File: src/rtl/core/hmt_pkg.sv
// shared types, constants and helpers of the hit-or-miss transform unit
package hmt_pkg;

    // default sizes handed to the top level
    localparam int HMT_KSIZE_DEF      = 3;
    localparam int HMT_MAX_WIDTH_DEF  = 1024;
    localparam int HMT_MAX_HEIGHT_DEF = 1024;
    localparam int HMT_Q_DEPTH        = 4;

    // register map
    typedef enum logic [1:0] {
        HMT_REG_WIDTH    = 2'd0,
        HMT_REG_HEIGHT   = 2'd1,
        HMT_REG_PATTERN  = 2'd2,
        HMT_REG_ROTATION = 2'd3
    } t_hmt_reg;

    localparam logic [10:0] HMT_WIDTH_RST    = 11'd1024;
    localparam logic [10:0] HMT_HEIGHT_RST   = 11'd1024;
    localparam logic [17:0] HMT_PATTERN_RST  = 18'd174762;
    localparam logic [1:0]  HMT_ROTATION_RST = 2'd0;

    // pixel and result bytes
    localparam logic [7:0] HMT_PIX_ON   = 8'hff;
    localparam logic [7:0] HMT_OUT_HIT  = 8'hff;
    localparam logic [7:0] HMT_OUT_MISS = 8'h00;

    // element entry codes
    localparam logic [1:0] HMT_ENT_OFF   = 2'd0;
    localparam logic [1:0] HMT_ENT_ON    = 2'd1;
    localparam logic [1:0] HMT_ENT_DC    = 2'd2;
    localparam logic [1:0] HMT_ENT_NEVER = 2'd3;

    // entries held by the pattern register
    localparam int HMT_PAT_ENTRIES = 9;

    // quarter-turn codes
    localparam logic [1:0] HMT_ROT_0   = 2'd0;
    localparam logic [1:0] HMT_ROT_90  = 2'd1;
    localparam logic [1:0] HMT_ROT_180 = 2'd2;
    localparam logic [1:0] HMT_ROT_270 = 2'd3;

    typedef struct packed {
        logic [10:0] frame_width;
        logic [10:0] frame_height;
    } t_hmt_frame_cfg;

    typedef struct packed {
        logic [17:0] pattern;
        logic [1:0]  rotation;
    } t_hmt_match_cfg;

    // element entry index for neighbour offset (dx,dy) after rotation
    function automatic int f_pat_index(input logic [1:0] rot, input int dx, input int dy,
                                       input int rad, input int ksize);
        int px;
        int py;
        unique case (rot)
            HMT_ROT_0: begin
                px = dx;
                py = dy;
            end
            HMT_ROT_90: begin
                px = dy;
                py = -dx;
            end
            HMT_ROT_180: begin
                px = -dx;
                py = -dy;
            end
            HMT_ROT_270: begin
                px = -dy;
                py = dx;
            end
            default: begin
                px = dx;
                py = dy;
            end
        endcase
        return (py + rad) * ksize + (px + rad);
    endfunction

endpackage

File: src/rtl/core/hmt_queue.sv
// short request queue between the classifying front and the matching back
module hmt_queue #(
    parameter int DATA_W = 10,
    parameter int DEPTH  = hmt_pkg::HMT_Q_DEPTH
) (
    input  logic                       i_clk,
    input  logic                       i_rst_n,
    input  logic                       i_push,
    input  logic [DATA_W-1:0]          i_push_data,
    input  logic                       i_pop,
    output logic                       o_head_valid,
    output logic [DATA_W-1:0]          o_head_data,
    output logic [$clog2(DEPTH+1)-1:0] o_count
);

    localparam int PTR_BITS = (DEPTH > 1) ? $clog2(DEPTH) : 1;
    localparam int CNT_BITS = $clog2(DEPTH + 1);

    logic [DATA_W-1:0]   r_mem [DEPTH];
    logic [PTR_BITS-1:0] r_wr_ptr, n_wr_ptr;
    logic [PTR_BITS-1:0] r_rd_ptr, n_rd_ptr;
    logic [CNT_BITS-1:0] r_count, n_count;

    always_comb begin
        n_wr_ptr = r_wr_ptr;
        n_rd_ptr = r_rd_ptr;
        n_count  = r_count;
        if (i_push) begin
            n_wr_ptr = (r_wr_ptr == PTR_BITS'(DEPTH - 1)) ? '0 : r_wr_ptr + PTR_BITS'(1);
        end
        if (i_pop) begin
            n_rd_ptr = (r_rd_ptr == PTR_BITS'(DEPTH - 1)) ? '0 : r_rd_ptr + PTR_BITS'(1);
        end
        if (i_push && !i_pop) begin
            n_count = r_count + CNT_BITS'(1);
        end else if (!i_push && i_pop) begin
            n_count = r_count - CNT_BITS'(1);
        end
    end

    always_ff @(posedge i_clk) begin
        if (!i_rst_n) begin
            r_wr_ptr <= '0;
            r_rd_ptr <= '0;
            r_count  <= '0;
        end else begin
            r_wr_ptr <= n_wr_ptr;
            r_rd_ptr <= n_rd_ptr;
            r_count  <= n_count;
        end
    end

    always_ff @(posedge i_clk) begin
        if (i_push) begin
            r_mem[r_wr_ptr] <= i_push_data;
        end
    end

    assign o_head_valid = (r_count != '0);
    assign o_head_data  = r_mem[r_rd_ptr];
    assign o_count      = r_count;

endmodule

File: config.mk
export PLATFORM = sky130hd
export DESIGN_NAME = hmt_queue
export DESIGN_NICKNAME = d
export VERILOG_FILES = /design/src/rtl/core/hmt_pkg.sv /design/src/rtl/core/hmt_queue.sv
export SDC_FILE = /design/constraint.sdc
export NUM_CORES = 1
export LEC_CHECK = 0
export BUFFER_PORTS_ARGS = -buffer_cell sky130_fd_sc_hd__buf_2
export CORE_MARGIN = 4
export CORE_UTILIZATION = 59
export CTS_CLUSTER_SIZE = 30
export DETAILED_ROUTE_END_ITERATION = 10
export PLACE_DENSITY_LB_ADDON = 0.15
export SYNTH_ARGS = -nofsm -noshare
export SYNTH_HDL_FRONTEND = slang
export SYNTH_SLANG_ARGS = --single-unit
File: constraint.sdc
create_clock -name i_clk -period 4.7 [get_ports i_clk]
set_input_delay 1.41 -clock i_clk [delete_from_list [all_inputs] [get_ports i_clk]]
set_output_delay 1.41 -clock i_clk [all_outputs]
set_load 0.05 [all_outputs]
Word level (Yosys, flattened, before mapping)
Memory sizes are Yosys's and may differ from the RTL's. A register that Yosys moved wholly into a read port is not among the register bits.
Index checks and enable logic that the tools add are counted.
{ "totals": {"regBits": 7, "ram_bits": 40, "input_bits": 14, "elab_cells": 24, "n_memories": 1} }
{ "op_classes": {"add_sub_neg": 4, "n_eq_ne": 2, "muxes": 8, "reduce_logical": 6} }
{ "memory_table": {"columns": ["name", "words", "word_bits", "read_ports", "rd_ports_with_merged_regs", "wr", "line_no", "source"], "rows": [
  ["r_mem", 4, 10, 1, 1, 1, "hmt_queue.sv:19", "logic [DATA_W-1:0] r_mem [DEPTH];"]
]} }
{ "ops": {"columns": ["operator", "count"], "rows": [
  ["2-bit two-way mux", 4],
  ["3-bit two-way mux", 2],
  ["2-bit by 1-bit adder with 2-bit output (second input constant)", 2],
  ["2-bit == test (second input constant)", 2],
  ["3-bit by 1-bit adder with 3-bit output (second input constant)", 1],
  ["3-bit nonzero test", 1],
  ["3-bit by 1-bit subtractor with 3-bit output (second input constant)", 1],
  ["1-bit logical AND", 2],
  ["1-bit logical NOT", 2],
  ["1-bit two-way mux", 2],
  ["2-bit nonzero test", 1]
]} }

Depth between registers and ports, before layout
Gate-level depths: netlist of run 1.
{ "depth": {"ltp_word": 4, "depth_mapped": 7} }

Worst setup path after synthesis of run 1
Ideal clock, no wire load.
{ "synth_timing": {"kind": "input-to-reg", "startpoint": "input i_pop", "endpoint": "register r_count[2], in the netlist o_count[2]", "setup_ps": 70, "t_arrival_ps": 2603, "required_ps": 4630, "setup_slack_ps": 2027, "stages": 7, "path_cell_list": "inv_1 -> ha_1 -> inv_1 -> fa_1 -> xor2_1 -> or3_1 -> a21boi_1"} }
{ "synth_via": {"elab_chain_len": 3, "elab_cells_between_ends": 5, "cone_classes": "1 x mux; 4 x reduce/logical"} }
{ "synth_lines": {"columns": ["item", "line_no", "source"], "rows": [
  ["from (decl)", "hmt_queue.sv:10", "input logic i_pop,"],
  ["1-bit logical NOT", "hmt_queue.sv:34", "if (i_push && !i_pop) begin"],
  ["1-bit logical AND", "hmt_queue.sv:34", null],
  ["3-bit two-way mux or 2-bit nonzero test (tied branches)", null, null],
  ["to (signal assigned)", "hmt_queue.sv:49", "r_count <= n_count;"],
  ["to (decl)", "hmt_queue.sv:22", "logic [CNT_BITS-1:0] r_count, n_count;"]
]} }
Several ways; a longest one is shown, not always the timed one.
A chain may end at the register's enable or synchronous reset.

==> results of run 1 <==
registers in the layout (all words and copies together), names as in the netlist, named ones only:
name      cells
r_mem        40
o_count       3
r_rd_ptr      2
r_wr_ptr      2
synthesized netlist by cell type, drive strengths merged (2+ instances only):
| cell type | count |
|---|---|
| or3 | 2 |
| dfxtp | 9 |
| nor2b | 5 |
| mux2i | 4 |
| ha | 6 |
| edfxtp | 40 |
| inv | 4 |
| mux4 | 10 |
| and2 | 5 |
cells by family (layout without fill, tap and decap cells):
group                    count (synthesis)  after routing
multiplexers                            14             14
AO/OA/AOI/OAI                            3              3
flip-flops                              49             49
XOR/XNOR                                 2              2
adder cells (fa/ha/maj)                  7              7
AND/OR/NAND/NOR                         14             14
buffers and inverters                    6             39
power by group:
part | switching, mW | internal (mW) | total [mW]
Combinational | 0.103 | 0.0490 | 0.152
Clock | 0.118 | 0.111 | 0.229
Sequential | 0.0169 | 0.494 | 0.511
Total | 0.237 | 0.654 | 0.891
worst max-delay path: cells and delay by family, from the launching register on:
kind     cells  cell delay [ns]
buf+inv      1             0.23
flops        1             0.77
mux          1             0.60
cell type report:
| type | instances | area [sq um] | share of cell area |
|---|---|---|---|
| clock inverter | 2 | 33.8 | 0.0158 |
| sequential | 49 | 1380 | 0.644 |
| clock buffer | 6 | 41.3 | 0.0193 |
| multi-input combinational | 40 | 482 | 0.225 |
| timing repair buffer | 27 | 135 | 0.0630 |
| inverter | 4 | 15.0 | 0.00701 |
| tap | 44 | 55.1 | 0.0257 |
metal layers:
| metal | vias up | part of all wire |
|---|---|---|
| met5 | - | 0 |
| met2 | 28 | 0.51 |
| met3 | 8 | 0.062 |
| li1 | 431 | - |
| met4 | 0 | 0.018 |
| met1 | 449 | 0.41 |
path summary, 6_finish.rpt:
kind / endpoint / cells past startpoint
worst max-delay path: o_head_data[7] / 2
worst min-delay path: o_count[2]$_SDFFE_PN0P_ / 2
worst min register to register: o_count[2]$_SDFFE_PN0P_ / 2
worst max register to register: o_count[2]$_SDFFE_PN0P_ / 4
per-stage QoR:
step | std cells | utilization | hold WS [ns] | total power, mW
after floorplan | 95 | - | 0.512 | 0.637
after global placement | 164 | 0.677 | 0.474 | 0.670
after detailed placement | 164 | 0.677 | 0.498 | 0.675
after CTS | 172 | 0.702 | 0.519 | 0.899
after global routing | 172 | 0.702 | 0.555 | 0.932
final | 172 | 0.702 | 0.508 | 0.891
==> qor.yml, run 1 <==
die_w_microns: 64.7
grt_use_met1: 0.168
cts-root-buf: "clkbuf_4"
start_kind: "flop"
powerDensity_mw_per_mm2: 416
cts_resized: 0
drive_above_1_share: 0.336
place_area_sq_mm: 0.00207
preCtsSetupSlack_ns: 1.66
avgRoutedWirePerCell_microns: 16.0
synth_edf_count: 40
track_usage: 0.156
synth_area_leaders: "edfxtp_1 (63%), mux4_2 (12%), dfxtp_1 (9.5%), ha_1 (4.0%), mux2i_1 (2.1%)"
met2_usage: 0.272
p_leak_nw: 0.782
hold_violations: 0
cts.clk_slew.worst_paths_ns: 0.12
routed_via_density: 5.33
synth_top_family_by_area: "multiplexers"
cp.required_ns: 3.29
synth_ff_type: "edfxtp_1"
max_freq_ghz: 0.298
clock_skew_ns: 0.00572
crit_slowest_cell: "dfxtp_1"
synth_seq_cells: 49
syn_area_per_cell_sq_um: 19.9
holdBufCountCts: 0
vdd_drop_max_v: 0.000287
timing.final.crit_share: 0.714
cts_tree: "done"
hold_path_class: "flop to flop"
clkSinkCount: 49
yosysTopAreaCellShare: 0.634
status: "finished, final reports clean"
hpwlAfterDp_microns: 1920
synth_adder_area_share: 0.0502
relSlewSlack: 0.554
final_nets: 148
yosys_warnings: 0
worst_pin_slew_ns: 0.669
reg2reg_slack_ns: 3.23
grt_pass1_wl_microns: 4580
io-pin-count: 28
wirelength_microns: 2760
busiest_layer: "met2"
n_antenna_cell: 0
grt_pass1_vias: 955
coreArea_sq_mm: 0.00305
fin_tns_setup_ns: 0
worstSetupPathType: "flop to primary output"
use_met3: 0.0607
seq_area_frac_synth: 0.729
vias: 916
final_cell_mix: "edfxtp_1 (40), buf_2 (27), mux4_2 (10)"
finish.instance_area_sq_mm: 0.00214
area_growth_syn_to_layout_pct: 13.1
gp_congestion: 0.700
max_stage_delay_ns: 0.77
yosysTopAreaCell: "edfxtp_1"
port_buffers: 27
start_util: 0.620
post_cts_buffers: 0
dieHeight_microns: 64.7
postSynthCellCount: 95
cp_max_fo: 10
cts_buffers: 5
arrival_ns: 1.95
fin_ws_ns: 1.34
synthMuxAreaShare: 0.140
nFillCells: 225
slew_viol_final: 0
report.final.setup_viol: 0
antenna_found_initial: 0
rsz0062_at_grt: "no"
drtPass1Iterations: 4
period_needed_ns: 3.36
syn_nets: 116
synth_compound_area_frac: 0.0106
route.detailed.drc: 0
final_common_cell: "edfxtp_1"
crit_chain: "mux4_2 -> buf_2"
async_flop_share: 0
grt_overflow: 0
synth.distinct_cells: 19
htree_num_levels: 2
endpoint_kind: "primary output"
drtIter0Drc: 52
maxCapViolCount: 0
drtAntennaViolNets: 0
synthSimpleGateAreaFrac: 0.0443
timing.rr.start: "o_count[0]$_SDFFE_PN0P_"
clk_latency_ns: 0.35
die_area_sq_mm: 0.00418
cts_buffer_depth: 2
hold_start: "o_count[2]$_SDFFE_PN0P_"
grt_max_degree: 15
rows: 20
syn-cell-area_sq_mm: 0.00189
synth_xor_area_frac: 0.00925
(Power assumes the default switching activity.)
==> inputs of run 2 (changes only) <==
--- a/config.mk
+++ b/config.mk
@@ -5,9 +5,10 @@
 export SDC_FILE = /design/constraint.sdc
 export NUM_CORES = 1
 export LEC_CHECK = 0
+export ABC_AREA = 1
 export BUFFER_PORTS_ARGS = -buffer_cell sky130_fd_sc_hd__buf_2
 export CORE_MARGIN = 4
-export CORE_UTILIZATION = 59
+export CORE_UTILIZATION = 50
 export CTS_CLUSTER_SIZE = 30
 export DETAILED_ROUTE_END_ITERATION = 10
 export PLACE_DENSITY_LB_ADDON = 0.15
==> constraint.sdc (replaced) <==
create_clock -name i_clk -period 2.7 [get_ports i_clk]
set_input_delay 0.81 -clock i_clk [delete_from_list [all_inputs] [get_ports i_clk]]
set_output_delay 0.81 -clock i_clk [all_outputs]
set_load 0.05 [all_outputs]
==> run 2 against run 1 <==
  * Cell count rose by 37%
  * Clock-buffer cell count grew 1
  * Clock power increased by 130%
  * Synthesized cell count increased by 64%
  * Setup slack lost 1.1 ns
  * Critical path type unchanged
  * Critical endpoint is now o_head_data[9]
  * Highest routed layer unchanged
==> qor.yml, run 2 <==
grt_overflow: 0  # unchanged
clock_skew_ns: 0.00399  # -0.00173 ns
hold_path_class: "flop to flop"
final_core_util: 0.599  # -0.103
final_common_cell: "edfxtp_1"
antenna_found_initial: 0  # unchanged
cts_buffers: 5  # unchanged
relSlewSlack: 0.692  # +0.138
final_cell_mix: "edfxtp_1 (40), nor2_1 (29), buf_2 (27)"
period_needed_ns: 2.42
avgRoutedWirePerCell_microns: 15.1  # -6.1%
htree_num_levels: 2  # unchanged
nFillCells: 300  # +33%
start_kind: "flop"
clkSinkCount: 49  # unchanged
synth_edf_count: 40  # unchanged
gp_congestion: 0.812  # +16%
start_util: 0.526  # -0.0942
final_nets: 207  # +40%
area_growth_syn_to_layout_pct: 13.8
port_buffers: 27  # unchanged
async_flop_share: 0  # unchanged
io-pin-count: 28  # unchanged
drtIter0Drc: 64  # +23%
arrival_ns: 1.61  # -0.34 ns
crit_slowest_cell: "dfxtp_1"
crit_chain: "inv_1 -> o21ai_1 -> o22ai_1 -> buf_2"
worst_pin_slew_ns: 0.462  # -0.207 ns
die_w_microns: 70.5  # +9.1%
cts_buffer_depth: 2  # unchanged
vias: 1224  # +34%
route.detailed.drc: 0  # unchanged
grt_pass1_wl_microns: 5840  # +27%
grt_max_degree: 21  # +6
yosysTopAreaCellShare: 0.614  # -0.0199
syn_area_per_cell_sq_um: 12.5  # -37%
track_usage: 0.151  # -0.00423
timing.final.crit_share: 0.896
max_freq_ghz: 0.413
max_stage_delay_ns: 0.43  # -0.34 ns
dieHeight_microns: 70.5  # +9.1%
n_antenna_cell: 0  # unchanged
ys_top_cells_by_count: "edfxtp_1 (40), nor2_1 (29), o21ai_1 (20)"
yosys_warnings: 0  # unchanged
seq_area_frac_synth: 0.706  # -0.0229
synth_area_leaders: "edfxtp_1 (61%), dfxtp_1 (9.2%), nor2_1 (5.6%), o21ai_1 (5.1%), ha_1 (3.8%)"
largest_register_ffs: 40  # unchanged
coreArea_sq_mm: 0.00372  # +22%
rsz0062_at_grt: "no"
rows: 22  # +10%
cts_tree: "done"
wirelength_microns: 3540  # +28%
drive_above_1_share: 0.203  # -0.133
top_register: "r_mem"
cts-root-buf: "clkbuf_8"
cp_max_fo: 11  # +1
register_area_sq_mm: 0.00138  # unchanged
endpoint_kind: "primary output"
die_area_sq_mm: 0.00498  # +19%
slew_viol_final: 0  # unchanged
status: "finished, final reports clean"
drtPass1Iterations: 4  # unchanged
clk_latency_ns: 0.29  # -0.06 ns
report.final.setup_viol: 0  # unchanged
synth_ff_type: "edfxtp_1"
cts.clk_slew.worst_paths_ns: 0.08  # -0.04 ns
fin_tns_setup_ns: 0  # unchanged
yosysTopAreaCell: "edfxtp_1"
multiInputGateArea_sq_um: 465  # -3.4%
synth_seq_cells: 49  # unchanged
hold_violations: 0  # unchanged
hpwlAfterDp_microns: 2330  # +21%
grt_pass1_vias: 1252  # +31%
worstSetupPathType: "flop to primary output"
cp.required_ns: 1.89  # -1.40 ns
syn_nets: 177  # +53%
synth.distinct_cells: 20  # +1
syn-cell-area_sq_mm: 0.00196  # +3.2%
holdBufCountCts: 0  # unchanged
p_leak_nw: 0.889  # +14%
vdd_drop_max_v: 0.000467  # +63%
yosysMostFrequentCell: "edfxtp_1"
postSynthCellCount: 156  # +64%
cts_resized: 0  # unchanged
drtAntennaViolNets: 0  # unchanged
maxCapViolCount: 0  # unchanged
routed_via_density: 5.21  # -2.2%
post_cts_buffers: 0  # unchanged
powerDensity_mw_per_mm2: 764  # +84%
[run 2: cell types whose count changed after synthesis, moves of 9 or more]
cell,delta
inv_1,+10
mux4_2,-10
nand2_1,+9
nor2_1,+28
o21ai_1,+20
o22ai_1,+10
[run 2: critical path: cells and delay by family, from the launching register on]
| family | cells | cell delay, ns |
|---|---|---|
| compound gates | 2 | 0.28 |
| buf+inv | 2 | 0.61 |
| flops | 1 | 0.43 |
[run 2: through the flow]
stage	setup WS (ns)	cells	cell area, sq um	hold WS [ns]	power [mW]
floorplan	0.545	156	1960	0.490	1.12
global placement	0.607	227	2110	0.508	1.18
detailed placement	0.595	227	2110	0.542	1.19
CTS	0.262	235	2230	0.550	1.71
global route	0.151	235	2230	0.598	1.78
finish	0.281	235	2230	0.549	1.70
[run 2: area by class of cell]
class,instances,area share
tap,48,0.0270
inverter,16,0.0270
timing repair buffer,28,0.0641
sequential,49,0.621
clock inverter,1,0.0135
multi-input combinational,86,0.209
clock buffer,7,0.0388
[run 2: power by group]
group	switching, mW	internal, mW
logic	0.220	0.0723
registers	0.0236	0.857
clock network	0.227	0.302
total	0.470	1.23
[run 2: worst paths after layout]
check | start | endpoint | slack (ns) | depth (start not counted)
worst min-delay path | o_count[1]$_SDFFE_PN0P_ | o_count[1]$_SDFFE_PN0P_ | 0.55 | 2
worst max-delay path | flop | o_head_data[9] | 0.28 | 4
worst min register to register | o_count[1]$_SDFFE_PN0P_ | o_count[1]$_SDFFE_PN0P_ | 0.55 | 2
worst max register to register | r_wr_ptr[0]$_SDFFE_PN0P_ | r_mem[3][5]$_DFFE_PP_ | 1.30 | 3
[run 2: kinds of logic (layout without fill, tap and decap cells)]
kind of cell	count (synthesis)	in the layout	synth area share
AOI/OAI and AO/OA	36	36	0.0985
xor gates and xnor gates	1	1	0.00448
and+or+nand+nor	42	42	0.0864
DFF	49	49	0.706
buffers and inverters	21	52	0.0557
adders and majority gates	7	7	0.0486
[run 2: metal layers]
metal / up-vias / wire, microns / track usage
li1: 606 / - / -
met1: 585 / 1660 / 0.195
met2: 26 / 1640 / 0.239
met3: 7 / 164 / 0.0426
met4: 0 / 73 / 0.0689
met5: - / 0 / 0
==> inputs of run 3 (changes only) <==
==> constraint.sdc (replaced) <==
create_clock -name i_clk -period 2.7 [get_ports i_clk]
set_input_delay 0 -clock i_clk [delete_from_list [all_inputs] [get_ports i_clk]]
set_output_delay 0 -clock i_clk [all_outputs]
set_load 0.05 [all_outputs]
==> run 3 against run 2 <==
  * Power fell by 1.4%
  * Cell count rose by 4.7%
  * Maximum frequency rose by 42%
  * Final area rose by 4.5%
  * Hold slack got worse by 0.54 ns
  * Utilization rose by 2.7 points
  * Critical path type unchanged
  * Critical path depth did not move
  * Clock skew fell by 0.00057 ns
==> qor.yml, run 3 (synthesized netlist as in run 2, its figures left out) <==
start_kind: "flop"
grt_pass1_vias: 1223  # -2.3%
drtPass1Iterations: 4  # unchanged
timing.final.crit_share: 0.630  # -0.266
port_buffers: 27  # unchanged
routed_via_density: 5.06  # -2.8%
worstSetupPathType: "flop to primary output"
grt_overflow: 0  # unchanged
wirelength_microns: 3490  # -1.4%
report.final.setup_viol: 0  # unchanged
fin_ws_ns: 1.00  # +0.719 ns
top_register: "r_mem"
final_cell_mix: "edfxtp_1 (40), nor2_1 (29), buf_2 (27)"
antenna_found_initial: 0  # unchanged
clkSinkCount: 49  # unchanged
drtIter0Drc: 67  # +4.7%
die_area_sq_mm: 0.00498  # unchanged
slew_viol_final: 0  # unchanged
start_util: 0.526  # unchanged
vias: 1245  # +1.7%
avgRoutedWirePerCell_microns: 14.2  # -5.8%
rows: 22  # unchanged
vdd_drop_max_v: 0.000497  # +6.5%
cts.clk_slew.worst_paths_ns: 0.08  # about the same
cts_resized: 0  # unchanged
crit_chain: "buf_4 -> o21ai_1 -> o22ai_1 -> buf_2"
final_nets: 218  # +5.3%
htree_num_levels: 2  # unchanged
status: "finished, final reports clean"
max_stage_delay_ns: 0.58  # +0.15 ns
relSlewSlack: 0.695  # +0.00279
hold_path_class: "primary input to flop"
cp.required_ns: 2.70  # +0.81 ns
cts-root-buf: "clkbuf_8"
largest_register_ffs: 40  # unchanged
n_antenna_cell: 0  # unchanged
endpoint_kind: "primary output"
fin_tns_setup_ns: 0  # unchanged
period_needed_ns: 1.70  # -0.719 ns
p_total_mw: 1.68  # -1.4%
preCtsSetupSlack_ns: 1.30  # +0.703 ns
reg2reg_slack_ns: 1.31  # about the same
io-pin-count: 28  # unchanged
clock_skew_ns: 0.00342  # -0.000571 ns
track_usage: 0.154  # +0.00312
cts_buffers: 5  # unchanged
maxCapViolCount: 0  # unchanged
hold_violations: 0  # unchanged
final_common_cell: "edfxtp_1"
grt_max_degree: 21  # unchanged
cp_max_fo: 11  # unchanged
die_w_microns: 70.5  # unchanged
area_growth_syn_to_layout_pct: 18.9
coreArea_sq_mm: 0.00372  # unchanged
rsz0062_at_grt: "no"
worst_pin_slew_ns: 0.458  # -0.00418 ns
dp.cells: 227  # unchanged
drive_above_1_share: 0.187  # -0.0163
p_leak_nw: 0.929  # +4.5%
arrival_ns: 1.70  # +0.09 ns
max_freq_ghz: 0.588  # +42%
gp_congestion: 0.763  # -6.0%
hpwlAfterDp_microns: 2200  # -5.4%
grt_pass1_wl_microns: 5880  # +0.70%
cts_buffer_depth: 2  # unchanged
crit_slowest_cell: "dfxtp_1"
route.detailed.drc: 0  # unchanged
cts_tree: "done"
clk_latency_ns: 0.29  # about the same
dieHeight_microns: 70.5  # unchanged
drtAntennaViolNets: 0  # unchanged
stdcell_count: 246  # +4.7%
powerDensity_mw_per_mm2: 721  # -5.7%
-- run 3: cell count changes in the layout (fill, tap and decap cells not counted), sizes merged --
cell / delta
clkinv: +1
clkbuf: -1
dlygate4sd3: +11
-- run 3: repair_timing --
item                       4_1_cts  5_1_grt
buffers inserted                 0        0
hold endpoints to repair        42        0
setup endpoints to repair        0        0
hold buffers                    11        0
-- run 3: through the flow --
step                hold slack (ns)  area (sq um)  utilization
detailed placement            0.218          2110        0.568
global placement              0.215          2110        0.568
finish                      0.00906          2330        0.626
floorplan                    0.0989          1960            -
global route                 0.0291          2330        0.626
CTS                          0.0120          2330        0.626
-- run 3: area by class of cell --
| cell class | count | area [sq um] |
|---|---|---|
| clock buffers | 6 | 72.6 |
| clock inverters | 2 | 33.8 |
| fillers | 322 | 1390 |
| inverters | 16 | 60.1 |
| multi-input cells | 86 | 465 |
| flip-flops and latches | 49 | 1380 |
| well taps | 48 | 60.1 |
| repair buffers | 39 | 253 |
-- run 3: power by group --
part	internal, mW	leakage [nW]	switching, mW
clock	0.273	0.0528	0.221
combinational	0.0825	0.434	0.218
sequential	0.857	0.442	0.0256
total	1.21	0.929	0.464
-- run 3: path summary, 6_finish.rpt --
path | to | start | depth (start not counted)
max | o_head_data[8] | flop | 4
min | r_rd_ptr[1]$_SDFFE_PN0P_ | i_pop | 3
max reg2reg | r_mem[3][6]$_DFFE_PP_ | r_wr_ptr[0]$_SDFFE_PN0P_ | 3
min reg2reg | r_wr_ptr[1]$_SDFFE_PN0P_ | r_wr_ptr[1]$_SDFFE_PN0P_ | 2
-- run 3: worst max-delay path, delay by kind of cell (launching register included) --
family                 cells  cell delay, ns
AOI/OAI and AO/OA          2            0.27
DFF                        1            0.58
buffers and inverters      2            0.56
-- run 3: layer usage --
layer	wire length [microns]	part of all wire	track usage	up-vias
met3	167	0.048	0.0440	5
met5	0	0	0	-
li1	-	-	-	627
met1	1620	0.46	0.195	586
met4	55	0.016	0.0501	0
met2	1640	0.47	0.259	27
