<file path="config.mk">
export PLATFORM = sky130hd
export DESIGN_NAME = hmt_back
export DESIGN_NICKNAME = d
export VERILOG_FILES = /design/src/rtl/core/hmt_pkg.sv /design/src/rtl/core/hmt_back.sv
export SDC_FILE = /design/constraint.sdc
export NUM_CORES = 1
export LEC_CHECK = 0
export ABC_AREA = 1
export ABC_CLOCK_PERIOD_IN_PS = 3390
export BUFFER_PORTS_ARGS = -buffer_cell sky130_fd_sc_hd__buf_2
export CAP_MARGIN = 20
export CORE_MARGIN = 10
export CORE_UTILIZATION = 55
export DETAILED_ROUTE_END_ITERATION = 7
export HOLD_SLACK_MARGIN = 0.15
export PLACE_DENSITY = 0.8
export SETUP_SLACK_MARGIN = 0.5
export SLEW_MARGIN = 15
export SYNTH_ARGS = -nofsm -noshare
export SYNTH_HDL_FRONTEND = slang
export SYNTH_SLANG_ARGS = --single-unit
</file>
<file path="constraint.sdc">
create_clock -name i_clk -period 3.39 [get_ports i_clk]
set_input_delay 0.678 -clock i_clk [delete_from_list [all_inputs] [get_ports i_clk]]
set_output_delay 0.678 -clock i_clk [all_outputs]
set_load 0.01 [all_outputs]
</file>
<file path="src/rtl/core/hmt_pkg.sv">
// shared types, constants and helpers of the hit-or-miss transform unit
package hmt_pkg;

    // default sizes handed to the top level
    localparam int HMT_KSIZE_DEF      = 3;
    localparam int HMT_MAX_WIDTH_DEF  = 1024;
    localparam int HMT_MAX_HEIGHT_DEF = 1024;
    localparam int HMT_Q_DEPTH        = 4;

    // register map
    typedef enum logic [1:0] {
        HMT_REG_WIDTH    = 2'd0,
        HMT_REG_HEIGHT   = 2'd1,
        HMT_REG_PATTERN  = 2'd2,
        HMT_REG_ROTATION = 2'd3
    } t_hmt_reg;

    localparam logic [10:0] HMT_WIDTH_RST    = 11'd1024;
    localparam logic [10:0] HMT_HEIGHT_RST   = 11'd1024;
    localparam logic [17:0] HMT_PATTERN_RST  = 18'd174762;
    localparam logic [1:0]  HMT_ROTATION_RST = 2'd0;

    // pixel and result bytes
    localparam logic [7:0] HMT_PIX_ON   = 8'hff;
    localparam logic [7:0] HMT_OUT_HIT  = 8'hff;
    localparam logic [7:0] HMT_OUT_MISS = 8'h00;

    // element entry codes
    localparam logic [1:0] HMT_ENT_OFF   = 2'd0;
    localparam logic [1:0] HMT_ENT_ON    = 2'd1;
    localparam logic [1:0] HMT_ENT_DC    = 2'd2;
    localparam logic [1:0] HMT_ENT_NEVER = 2'd3;

    // entries held by the pattern register
    localparam int HMT_PAT_ENTRIES = 9;

    // quarter-turn codes
    localparam logic [1:0] HMT_ROT_0   = 2'd0;
    localparam logic [1:0] HMT_ROT_90  = 2'd1;
    localparam logic [1:0] HMT_ROT_180 = 2'd2;
    localparam logic [1:0] HMT_ROT_270 = 2'd3;

    typedef struct packed {
        logic [10:0] frame_width;
        logic [10:0] frame_height;
    } t_hmt_frame_cfg;

    typedef struct packed {
        logic [17:0] pattern;
        logic [1:0]  rotation;
    } t_hmt_match_cfg;

    // element entry index for neighbour offset (dx,dy) after rotation
    function automatic int f_pat_index(input logic [1:0] rot, input int dx, input int dy,
                                       input int rad, input int ksize);
        int px;
        int py;
        unique case (rot)
            HMT_ROT_0: begin
                px = dx;
                py = dy;
            end
            HMT_ROT_90: begin
                px = dy;
                py = -dx;
            end
            HMT_ROT_180: begin
                px = -dx;
                py = -dy;
            end
            HMT_ROT_270: begin
                px = -dy;
                py = dx;
            end
            default: begin
                px = dx;
                py = dy;
            end
        endcase
        return (py + rad) * ksize + (px + rad);
    endfunction

endpackage

</file>
<file path="src/rtl/core/hmt_back.sv">
// back end: rotated element match and result register
module hmt_back #(
    parameter int KSIZE = hmt_pkg::HMT_KSIZE_DEF
) (
    input  logic                    i_clk,
    input  logic                    i_rst_n,
    input  hmt_pkg::t_hmt_match_cfg i_cfg,
    input  logic                    i_head_valid,
    input  logic [KSIZE*KSIZE:0]    i_head_data,
    output logic                    o_pop,
    output logic                    o_out_valid,
    input  logic                    i_out_ready,
    output logic [7:0]              o_out_value,
    output logic                    o_last_of_frame
);

    localparam int RAD = KSIZE / 2;

    logic       r_valid;
    logic [7:0] r_value;
    logic       r_last;
    logic       hit;

    always_comb begin
        int         idx;
        logic [1:0] ent;
        logic       pix;
        hit = 1'b1;
        for (int k = 0; k < KSIZE; k++) begin
            for (int j = 0; j < KSIZE; j++) begin
                idx = hmt_pkg::f_pat_index(i_cfg.rotation, j - RAD, k - RAD, RAD, KSIZE);
                pix = i_head_data[k*KSIZE+j];
                ent = hmt_pkg::HMT_ENT_OFF;
                // entries past the register read as off
                if (idx < hmt_pkg::HMT_PAT_ENTRIES) begin
                    ent = i_cfg.pattern[2*idx +: 2];
                end
                case (ent)
                    hmt_pkg::HMT_ENT_DC: begin
                    end
                    hmt_pkg::HMT_ENT_NEVER: begin
                        hit = 1'b0;
                    end
                    hmt_pkg::HMT_ENT_ON: begin
                        if (!pix) hit = 1'b0;
                    end
                    default: begin
                        if (pix) hit = 1'b0;
                    end
                endcase
            end
        end
    end

    assign o_pop = i_head_valid & (~r_valid | i_out_ready);

    always_ff @(posedge i_clk) begin
        if (!i_rst_n) begin
            r_valid <= 1'b0;
        end else if (o_pop) begin
            r_valid <= 1'b1;
        end else if (i_out_ready) begin
            r_valid <= 1'b0;
        end
    end

    always_ff @(posedge i_clk) begin
        if (o_pop) begin
            r_value <= hit ? hmt_pkg::HMT_OUT_HIT : hmt_pkg::HMT_OUT_MISS;
            r_last  <= i_head_data[KSIZE*KSIZE];
        end
    end

    assign o_out_valid     = r_valid;
    assign o_out_value     = r_value;
    assign o_last_of_frame = r_last;

endmodule

</file>
Word level (Yosys, flattened, before mapping)
Cells that the tools add are included.

Register bits after elaboration: 10. Latch bits: 0. Bits in writable memories: 0. ROM bits: 0. Input port bits: 34. Output and inout port bits: 11. Logic and storage cells: 138. Memories kept: 0.

Add/subtract/negate cells: 18. Multipliers: 9. Div/mod/pow operators: 0. Order comparisons: 9. Equal/unequal tests: 30. Shift operators: 9. Muxes and demuxes: 48. Bitwise operators: 3. Reductions and logical operators: 9.

Operator list (count): 32-bit case mux with 3 select lines (4); 32-bit by 2-bit adder with 32-bit output, second input constant (9); 32-bit adder (9); 32-bit by 5-bit less-than comparator with 1-bit output, second input constant (9); 32-bit by 3-bit multiplier with 32-bit output, second input constant (9); 18-bit by 32-bit indexed part select with 2-bit output (9); 32-bit case mux with 2 select lines (4); 2-bit equality test, second input constant (20); 32-bit 2-to-1 mux (1); 1-bit case mux with 3 select lines (9); 2-bit by 1-bit equality test with 1-bit output, second input constant (10); 1-bit 2-to-1 mux (20); 2-bit 2-to-1 mux (9); 2-bit OR reduction (6); 8-bit 2-to-1 mux (1); 4-bit OR reduction (1); 2-bit logical NOT (1); 2-bit nonzero test (1); 1-bit AND (1); 1-bit NOT (1); 1-bit OR (1).

Logic depth before layout (Yosys ltp)
Gate-level depths: netlist (run 1).

Depth in word-level cells: 27. Depth in mapped cells: 25. Mapped depth without buffers: 23.

Least setup slack after synthesis (run 1)
Ideal clock, no wire load.

Kind: input to register. Start: input port i_cfg[0] (netlist bit). End: register r_value[6], in the netlist o_out_value[6] (data pin). Setup time: 0.251 ns. Arrival time: 2.824 ns. Data required time: 3.139 ns. Setup slack: 0.314 ns. Stages on the path: 18. Path buffers: 1. Cells stage by stage: inv_2 > buf_6 > ha_1 > nor2_1 > ha_1 > nand2_1 > fa_1 > inv_1 > nor2_1 > nand2_1 > nand3_1 > nand2_1 > nand2_1 > nand2_1 > nand2_1 > nor2_1 > nand3_1 > nor2_1.

Longest elaborated chain between the ends: 27. Elaborated cells between the ends (all ways): 116. Classes of those cells: add/sub (16); mul (8); order compare (8); eq/ne (27); shift (8); mux (42); reduce/logical (7).

RTL lines: start, declared (line hmt_back.sv:7) `input hmt_pkg::t_hmt_match_cfg i_cfg,`; 2-bit equality test, or another cell as far along (line hmt_pkg.sv:58) `unique case (rot)`; 2-bit OR reduction (no source line); 32-bit case mux with 2 select lines (line hmt_pkg.sv:58); 32-bit by 2-bit adder with 32-bit output (line hmt_pkg.sv:80) `return (py + rad) * ksize + (px + rad);`; 32-bit by 3-bit multiplier with 32-bit output (line hmt_pkg.sv:80); 32-bit adder (line hmt_pkg.sv:80); 32-bit by 5-bit less-than comparator with 1-bit output or 18-bit by 32-bit indexed part select with 2-bit output (tied branches) (line hmt_back.sv:35, hmt_back.sv:36); 2-bit 2-to-1 mux (line hmt_back.sv:35) `if (idx < hmt_pkg::HMT_PAT_ENTRIES) begin`; [... 12 more ...]; 1-bit 2-to-1 mux, on equally long branches (line hmt_back.sv:48, hmt_back.sv:45); 1-bit case mux with 3 select lines (line hmt_back.sv:38) `case (ent)`; 1-bit 2-to-1 mux, on equally long branches (line hmt_back.sv:48, hmt_back.sv:45); 1-bit case mux with 3 select lines (line hmt_back.sv:38); 1-bit 2-to-1 mux, on equally long branches (line hmt_back.sv:48, hmt_back.sv:45); 1-bit case mux with 3 select lines * (line hmt_back.sv:38); named net hit (line hmt_back.sv:22) `logic hit;`; 8-bit 2-to-1 mux * (line hmt_back.sv:69) `r_value <= hit ? hmt_pkg::HMT_OUT_HIT : hmt_pkg::HMT_OUT_MISS;`; end signal, assigned (line hmt_back.sv:69); end, declared (line hmt_back.sv:20) `logic [7:0] r_value;`.

Mark *: on every way through the listed nets, which the timed path passes. The rest lies on a longest branch. The select of a mux whose other input is x is not followed. A chain may end at the register's enable or synchronous reset.

Worst setup path after layout (run 1)
Ends and elaborated chain as after synthesis.

==> results of run 1 <==
## power by group
part	internal, uW	switching [uW]	total [uW]
registers	41.7	1.44	43.1
clock network	80.1	22.9	103
logic	168	280	448
total	290	305	594
## final timing paths
path | end | cells after the start | slack [ps] | from
setup reg to reg | o_out_value[6]$_DFFE_PP_ | 1 | 2520 | o_out_valid$_SDFFE_PN0P_
setup / recovery | o_out_value[6]$_DFFE_PP_ | 18 | 580 | i_cfg[0]
hold / removal | o_out_valid$_SDFFE_PN0P_ | 2 | 480 | o_out_valid$_SDFFE_PN0P_
hold reg to reg | o_out_valid$_SDFFE_PN0P_ | 2 | 480 | o_out_valid$_SDFFE_PN0P_
## state kept, by name, indices dropped and copies added, names as in the netlist
signal,flops
o_out_valid,1
o_last_of_frame,1
o_out_value,1
## per-layer routing
layer  vias to the layer above  part of all wire [%]  GRT usage, %
li1                       1370                     -             -
met1                      1158                    44          20.5
met2                       118                    47          28.5
met3                         6                   7.8          3.81
met4                         0                  0.79          2.46
met5                         -                     0             0
## synth_stat cells (2+ instances only)
cell | n | area, um2
fa_1 | 2 | 40.0
xnor2_1 | 2 | 17.5
buf_6 | 4 | 45.0
nor2_1 | 47 | 176
buf_4 | 9 | 67.6
a21boi_0 | 2 | 15.0
o21ai_0 | 4 | 20.0
a21oi_2 | 3 | 26.3
a21oi_1 | 8 | 40.0
inv_2 | 2 | 7.51
ha_1 | 35 | 438
nand3_2 | 3 | 30.0
o21ai_1 | 4 | 20.0
or2_2 | 2 | 12.5
edfxtp_1 | 2 | 60.1
nand2_2 | 11 | 68.8
conb_1 | 2 | 7.51
clkbuf_1 | 5 | 18.8
nand3_1 | 66 | 330
nand4_1 | 4 | 25.0
nand2_1 | 135 | 507
inv_1 | 40 | 150
nor2_2 | 2 | 12.5
## area by class of cell
type                       instances  share of cell area (%)
clock buffer                       4                    1.68
inverter                          42                    6.27
multi-input combinational        374                    76.7
sequential                         3                    2.99
timing repair buffer              49                    10.1
tap                               48                    2.25
## worst min-delay path, stage by stage, from the launching register on
cell      delay (ps)
dfxtp_1          300
nand2_1           60
a21boi_0          60
## logic make-up (layout without fill, tap and decap cells)
kind of cell | Yosys count | after routing | share of synthesized area (%)
compound gates | 21 | 21 | 5.56
xor+xnor | 3 | 3 | 1.20
fa+ha+maj | 37 | 37 | 21.9
buf+inv | 61 | 95 | 13.5
flops | 3 | 3 | 3.67
other cells | 2 | 41 | 0.344
simple gates | 272 | 272 | 53.9
## metrics by stage
step | worst slack, ps | hold slack, ps | power [uW] | utilization [%]
2_1_floorplan | 521 | 503 | 377 | -
3_3_place_gp | 318 | 472 | 448 | 67.5
3_5_place_dp | 221 | 480 | 454 | 67.5
4_1_cts | 512 | 483 | 562 | 69.0
5_1_grt | 483 | 504 | 661 | 71.4
6_report | 580 | 477 | 594 | 71.4
## timing repair
item,4_1_cts,5_1_grt
setup buffers,1,1
gates resized for setup,2,20
setup endpoints to repair,1,1
pin swaps,1,6
==> flow_summary.yaml, run 1 <==
worst_setup_path:
  crit_top_cell: "nand2_1"
  endpoint_kind: "flop"
  cp_slowest_stage_delay_ps: 600
  crit_path_start_kind: "primary input"
  crit_fanout: 16
  path_class: "in -> reg"
  cp_data_arrival_time_ps: 2780
  worstPathRequired_ps: 3360
  cp_slowest_cell: "fa_1"
  worst-path-buf-inv: 3
  path_cells: "buf_6 -> inv_8 -> ha_4 -> nor2_4 -> ha_4 -> nand2_1 -> fa_1 -> inv_2 -> nor2_4 -> nand2_2 -> nand3_1 -> nand2_1 -> nand2_1 -> nand2_1 -> nand2_1 -> nor2_1 -> nand3_1 -> nor2_1"
  crit_family: "adder cells"
final_layout:
  multi_input_area_mm2: 0.00205
  final_cell_mix: "nand2_1 (134), nand3_1 (65), nor2_1 (44)"
  regArea_um2: 80.1
  fin_cells: 520
  nets: 544
  num_antenna_cells: 0
  final_layout_size_suffix_gt1_share_pct: 18.6
  final.fill_count: 385
  final_area_mm2: 0.00267
  final_common_cell: "nand2_1"
  syn2layout_area_growth_pct: 22.5
global_route:
  grt_pass1_vias: 2428
  grt_use_total_pct: 16.5
  antenna_found_initial: 0
  grt_pass1_wl_um: 10200
  grt_max_degree: 21
  overflow: 0
timing:
  fin_skew_ps: 3.73
  period_minus_slack_ps: 2810
  setup_viol: 0
  post-route-period-util_pct: 82.9
  finalHoldViolCount: 0
  timing.setup.tns_ps: 0
  rsz0062_at_grt: "no"
  fmax_mhz: 356
  slew_violations: 0
run:
  cap_violations: 0
clock_tree:
  cts_buffer_depth: 2
  clk_pin_slew_ps: 30
  cts_root_buffer: "clkbuf_8"
  clkLatencyLatePin_ps: 220
  hold_buffers: 0
  cts_tree: "yes"
  clock-sinks: 3
  cts_buffers: 3
  htreeDepth: 1
synthesis:
  synthFlopType: "edfxtp_1"
  synthesis.area_mm2: 0.00218
  ys_seq_area_share_pct: 3.67
  synth_edf_count: 2
  syn_inst: 399
  avgSynthCellArea_um2: 5.47
  synth.yosys.warnings: 0
  async_flop_share_pct: 0
  yosys_register_bits: 3
  yosys.cell_types.count: 28
die:
  die_area_mm2: 0.00689
  die_h_um: 83.0
  initial_core_util_pct: 58.3
  core-area_mm2: 0.00374
  rows: 22
  num_io_pins: 45
  fp.dieW_um: 83.0
place:
  place_area_mm2: 0.00253
  io_buffers: 44
  dp.final_hpwl_um: 5130
  placed_cells: 514
  gp_congestion: 0.970
drt:
  ant_nets: 0
  wirelength_um: 6210
  drc: 0
  dr.pass1.iters: 5
  drtIter0Drc: 215
  routedWlPerCell_um: 11.9
  vias: 2652
  vias_per_cell: 5.10
power:
  p_leak_uw: 0.00166
  ir_worst_vdd_uv: 97.3
  powerDensity_mw_per_mm2: 222
run_status:
  outcome: "finished clean"
min_path:
  hp-class: "reg -> reg"
(Power assumes the default switching activity.)
==> run 2: changes to the inputs <==
--- a/config.mk
+++ b/config.mk
@@ -6,7 +6,7 @@
 export NUM_CORES = 1
 export LEC_CHECK = 0
 export ABC_AREA = 1
-export ABC_CLOCK_PERIOD_IN_PS = 3390
+export ABC_CLOCK_PERIOD_IN_PS = 2600
 export BUFFER_PORTS_ARGS = -buffer_cell sky130_fd_sc_hd__buf_2
 export CAP_MARGIN = 20
 export CORE_MARGIN = 10
==> constraint.sdc (replaced) <==
create_clock -name i_clk -period 2.6 [get_ports i_clk]
set_input_delay 0.52 -clock i_clk [delete_from_list [all_inputs] [get_ports i_clk]]
set_output_delay 0.52 -clock i_clk [all_outputs]
set_load 0.01 [all_outputs]
==> run 2 against run 1 <==
  * Power increased by 42%
  * Worst setup slack lost 410 ps
  * Clock skew is 0.78 ps lower
  * Critical path depth decreased by 1
  * Register-to-register slack worse by 840 ps
  * Clock power increased by 44%
  * Via count grew 2.9%
==> flow_summary.yaml, run 2 (synthesized netlist as in run 1, its figures left out) <==
final_layout:
  final.fill_count: 311
  final_layout_size_suffix_gt1_share_pct: 24.4
  final_cell_mix: "nand2_1 (131), nand3_1 (63), nor2_1 (44)"
  num_antenna_cells: 0
  final_common_cell: "nand2_1"
  syn2layout_area_growth_pct: 34.1
  nets: 572
  utilization_pct: 78.2
die:
  die_h_um: 83.0
  initial_core_util_pct: 58.3
  core-area_mm2: 0.00374
  die_area_mm2: 0.00689
  num_io_pins: 45
  fp.dieW_um: 83.0
  rows: 22
run:
  cap_violations: 0
worst_setup_path:
  cp_slowest_stage_delay_ps: 530
  crit_fanout: 4
  crit_top_cell: "nand2_1"
  path_class: "in -> reg"
  worstPathRequired_ps: 2580
  cp_data_arrival_time_ps: 2410
  crit_path_start_kind: "primary input"
  endpoint_kind: "flop"
  path_cells: "buf_12 -> ha_2 -> nor2_4 -> ha_4 -> nand2_2 -> fa_1 -> inv_2 -> nor2_4 -> nand2_2 -> nand3_2 -> nand2_1 -> nand2_1 -> nand2_1 -> nand2_1 -> nor2_1 -> nand3_1 -> nor2_1"
  cp_slowest_cell: "fa_1"
timing:
  fin_skew_ps: 2.96
  finalHoldViolCount: 0
  post-route-period-util_pct: 93.5
  slew_violations: 0
  fmax_mhz: 412
  period_minus_slack_ps: 2430
  setup_viol: 0
  worst_slack_ps: 170
  rsz0062_at_grt: "yes"
place:
  io_buffers: 44
  dp.final_hpwl_um: 5310
  gp_congestion: 0.993
  post-place-ws_ps: -261
clock_tree:
  cts_buffers: 3
  cts_buffer_depth: 2
  htreeDepth: 1
  clock-sinks: 3
  cts_tree: "yes"
  cts_root_buffer: "clkbuf_8"
  clkLatencyLatePin_ps: 230
  clk_pin_slew_ps: 40
global_route:
  grt_use_total_pct: 17.8
  antenna_found_initial: 0
  grt_pass1_vias: 2638
  grt_pass1_wl_um: 10900
  grt_max_degree: 16
  overflow: 0
drt:
  dr.pass1.iters: 5
  ant_nets: 0
  drtIter0Drc: 181
  vias_per_cell: 4.98
  routedWlPerCell_um: 11.6
  vias: 2730
  wirelength_um: 6340
  drc: 0
power:
  p_leak_uw: 0.00181
  powerDensity_mw_per_mm2: 289
  ir_worst_vdd_uv: 159
run_status:
  outcome: "finished clean"
min_path:
  hp-class: "in -> reg"
run 2: per-layer routing:
metal	wire, um	vias up	global-route usage (%)	part of all wire (%)
met1	2670	1181	20.8	42
met3	370	21	1.66	5.8
met5	0	-	0	0
met2	3120	94	31.8	49
met4	181	0	8.00	2.9
li1	-	1434	-	-
run 2: worst max-delay path, delay by kind of cell:
kind / cells / cell delay (ps)
adders and majority gates: 3 / 910
buffers and inverters: 2 / 190
and+or+nand+nor: 12 / 780
run 2: cell type report:
class                           instances  area, um2  share of cell area (%)
Clock buffer                            4       45.0                    1.54
Inverter                               42        175                    5.98
Multi-Input combinational cell        374       2070                    70.7
Sequential cell                         3       80.1                    2.74
Tap cell                               48       60.1                    2.05
Timing Repair Buffer                   77        497                    17.0
run 2: metrics by stage:
stage | power, uW | hold slack [ps] | instances | TNS (ps) | area (um2)
after global placement | 643 | 470 | 543 | -160 | 2790
after CTS | 821 | 469 | 548 | 0 | 2910
after detailed placement | 650 | 479 | 543 | -261 | 2790
final | 846 | 470 | 548 | 0 | 2930
after global routing | 938 | 470 | 548 | 0 | 2930
after floorplan | 500 | 503 | 438 | -18.7 | 2410
run 2: repair_timing:
item | CTS | global route
buffers inserted | 1 | 0
gates resized for setup | 18 | 5
cloned | 0 | 0
hold buffers | 0 | 0
pin swaps | 10 | 8
endpoints found under the setup margin | 1 | 1
run 2: report_power, final:
part	switching [uW]	leakage [uW]	total [uW]	internal, uW
combinational	374	0.00176	641	267
clock	42.8	0.0000228	148	106
sequential	2.00	0.0000279	56.3	54.3
total	419	0.00181	846	427
run 2: path summary, 6_finish.rpt:
kind | depth (start not counted) | end | start | slack (ps)
max reg2reg | 1 | o_last_of_frame$_DFFE_PP_ | o_out_valid$_SDFFE_PN0P_ | 1680
min | 1 | o_last_of_frame$_DFFE_PP_ | i_head_data[9] | 470
min reg2reg | 2 | o_out_valid$_SDFFE_PN0P_ | o_out_valid$_SDFFE_PN0P_ | 480
max | 17 | o_out_value[6]$_DFFE_PP_ | i_cfg[0] | 170
==> run 3: changes to the inputs <==
--- a/config.mk
+++ b/config.mk
@@ -6,14 +6,14 @@
 export NUM_CORES = 1
 export LEC_CHECK = 0
 export ABC_AREA = 1
-export ABC_CLOCK_PERIOD_IN_PS = 2600
+export ABC_CLOCK_PERIOD_IN_PS = 2100
 export BUFFER_PORTS_ARGS = -buffer_cell sky130_fd_sc_hd__buf_2
 export CAP_MARGIN = 20
 export CORE_MARGIN = 10
-export CORE_UTILIZATION = 55
+export CORE_UTILIZATION = 51
 export DETAILED_ROUTE_END_ITERATION = 7
 export HOLD_SLACK_MARGIN = 0.15
-export PLACE_DENSITY = 0.8
+export PLACE_DENSITY = 0.78
 export SETUP_SLACK_MARGIN = 0.5
 export SLEW_MARGIN = 15
 export SYNTH_ARGS = -nofsm -noshare
==> constraint.sdc (replaced) <==
create_clock -name i_clk -period 2.1 [get_ports i_clk]
set_input_delay 0.42 -clock i_clk [delete_from_list [all_inputs] [get_ports i_clk]]
set_output_delay 0.42 -clock i_clk [all_outputs]
set_load 0.01 [all_outputs]
==> run 3 against run 2 <==
  * The run now ends with negative setup slack left
  * Clock skew rose by 2.5 ps
  * Via count grew 3.7%
  * Non-clock buffer count grew 9
  * Worst setup slack lost 420 ps
  * Flip-flop and latch count did not move
  * Die area grew 5.9%
  * Combinational power grew 35%
  * Power increased by 31%
  * Sequential share of layout area fell by 0.12 points
  * First-iteration DRC count grew 1.1%
  * Critical path type unchanged
  * Critical endpoint unchanged
==> flow_summary.yaml, run 3 (synthesized netlist as in run 1, its figures left out) <==
power:
  ir_worst_vdd_uv: 230
  combinationalPowerShare_pct: 77.9
  switchingPower_uw: 550
  powerDensity_mw_per_mm2: 363
  p_leak_uw: 0.00186
  power_uw: 1110
  p_int_uw: 559
  seqPwrFrac_pct: 6.3
  swShare_pct: 49.6
  pwr-share-clk_pct: 15.8
place:
  place_area_mm2: 0.00283
  placed_cells: 550
  io_buffers: 44
  gp_congestion: 0.946
  dp.final_hpwl_um: 5510
die:
  core-area_mm2: 0.00406
  die_area_mm2: 0.00730
  rows: 23
  num_io_pins: 45
  die_h_um: 85.4
  fp.dieW_um: 85.4
  initial_core_util_pct: 53.8
clock_tree:
  cts_root_buffer: "clkbuf_8"
  clkLatencyLatePin_ps: 220
  clock-sinks: 3
  cts_tree: "yes"
  cts_buffers: 3
  hold_buffers: 0
  clk_pin_slew_ps: 40
  htreeDepth: 1
  cts_buffer_depth: 2
timing:
  post-route-period-util_pct: 112
  setup_viol: 1
  rsz0062_at_grt: "yes"
  worst_slack_ps: -254
  period_minus_slack_ps: 2350
  fmax_mhz: 425
  timing.setup.tns_ps: -254
  fin_skew_ps: 5.49
  hold-worst-slack_ps: 378
  slew_violations: 0
  finalHoldViolCount: 0
final_layout:
  final_cell_mix: "nand2_1 (126), nand3_1 (60), nor2_1 (42), buf_2 (42)"
  fin_cells: 559
  syn2layout_area_growth_pct: 40.0
  nets: 581
  final_layout_size_suffix_gt1_share_pct: 28.5
  final_common_cell: "nand2_1"
  num_antenna_cells: 0
  final_area_mm2: 0.00306
worst_setup_path:
  crit_top_cell: "nand2_1"
  startpoint: "i_cfg[0]"
  crit_family: "adder cells"
  endpoint_kind: "flop"
  crit_path_start_kind: "primary input"
  rr_endpoint: "o_last_of_frame$_DFFE_PP_"
  cp_data_arrival_time_ps: 2440
  crit_fanout: 4
  worst-path-buf-inv: 4
  reg2regPathDepth: 1
  path_cells: "buf_12 -> inv_12 -> ha_4 -> nor2_4 -> ha_4 -> buf_6 -> nand2_4 -> fa_2 -> inv_2 -> nand3_2 -> nand2_1 -> nand2_2 -> nand3_2 -> nand2_1 -> nand2_1 -> nor2_1 -> nand3_1 -> nor2_1"
  cp_slowest_cell: "fa_2"
  cp_slowest_stage_delay_ps: 580
  worstPathRequired_ps: 2190
  r2r_start: "o_out_valid$_SDFFE_PN0P_"
  path_class: "in -> reg"
  reg2reg_slack_ps: 1160
drt:
  drc: 0
  routedWlPerCell_um: 12.0
  vias: 2831
  wirelength_um: 6710
  dr.pass1.iters: 5
  vias_per_cell: 5.06
  ant_nets: 0
  drtIter0Drc: 183
run:
  cap_violations: 0
global_route:
  grt_pass1_vias: 2751
  grt_use_total_pct: 18.3
  grt_pass1_wl_um: 11500
  overflow: 0
  antenna_found_initial: 0
  grt_max_degree: 14
run_status:
  outcome: "finished, violations left"
  violations: "negative setup slack"
min_path:
  hold_path_end: "o_last_of_frame$_DFFE_PP_"
  hp-class: "in -> reg"
  whs_path_depth: 1
  hp-start: "i_head_data[9]"
-- run 3: layout make-up --
class	instances	area, um2
multi-input combinational	374	2120
fill	351	1000
timing repair buffer	86	569
inverter	42	178
sequential	3	80.1
tap	50	62.6
clock buffer	4	45.0
-- run 3: power groups by stage --
stage | sequential (uW) | combinational (uW) | clock (uW)
final | 69.7 | 865 | 175
after global routing | 70.3 | 972 | 182
after CTS | 69.9 | 802 | 178
after detailed placement | 70.7 | 751 | 0
after global placement | 70.4 | 737 | 0
after floorplan | 72.7 | 546 | 0
-- run 3: through the flow --
stage | util [%] | setup slack (ps)
after CTS | 74.0 | -257
after floorplan | - | -419
after detailed placement | 69.7 | -661
after global placement | 69.7 | -551
final | 75.3 | -254
after global routing | 75.3 | -352
-- run 3: what timing repair did --
action | CTS | global route
endpoints found under the setup margin | 1 | 1
buffers inserted | 5 | 0
pin swaps | 24 | 10
resized for setup | 25 | 16
-- run 3: per-layer routing --
layer | track usage, % | wire length, um | up-vias
li1 | - | - | 1446
met1 | 20.1 | 2600 | 1232
met2 | 34.3 | 3400 | 128
met3 | 2.39 | 510 | 25
met4 | 7.19 | 194 | 0
met5 | 0 | 0 | -
-- run 3: how the worst max path moves through the flow --
stage	endpoint	depth (start not counted)	slack (ps)
floorplan	o_out_value[6]$_DFFE_PP_	18	-420
global placement	o_out_value[6]$_DFFE_PP_	17	-550
detailed placement	o_out_value[6]$_DFFE_PP_	17	-660
CTS	o_out_value[6]$_DFFE_PP_	16	-260
global route	o_out_value[6]$_DFFE_PP_	17	-350
finish	o_out_value[6]$_DFFE_PP_	18	-250
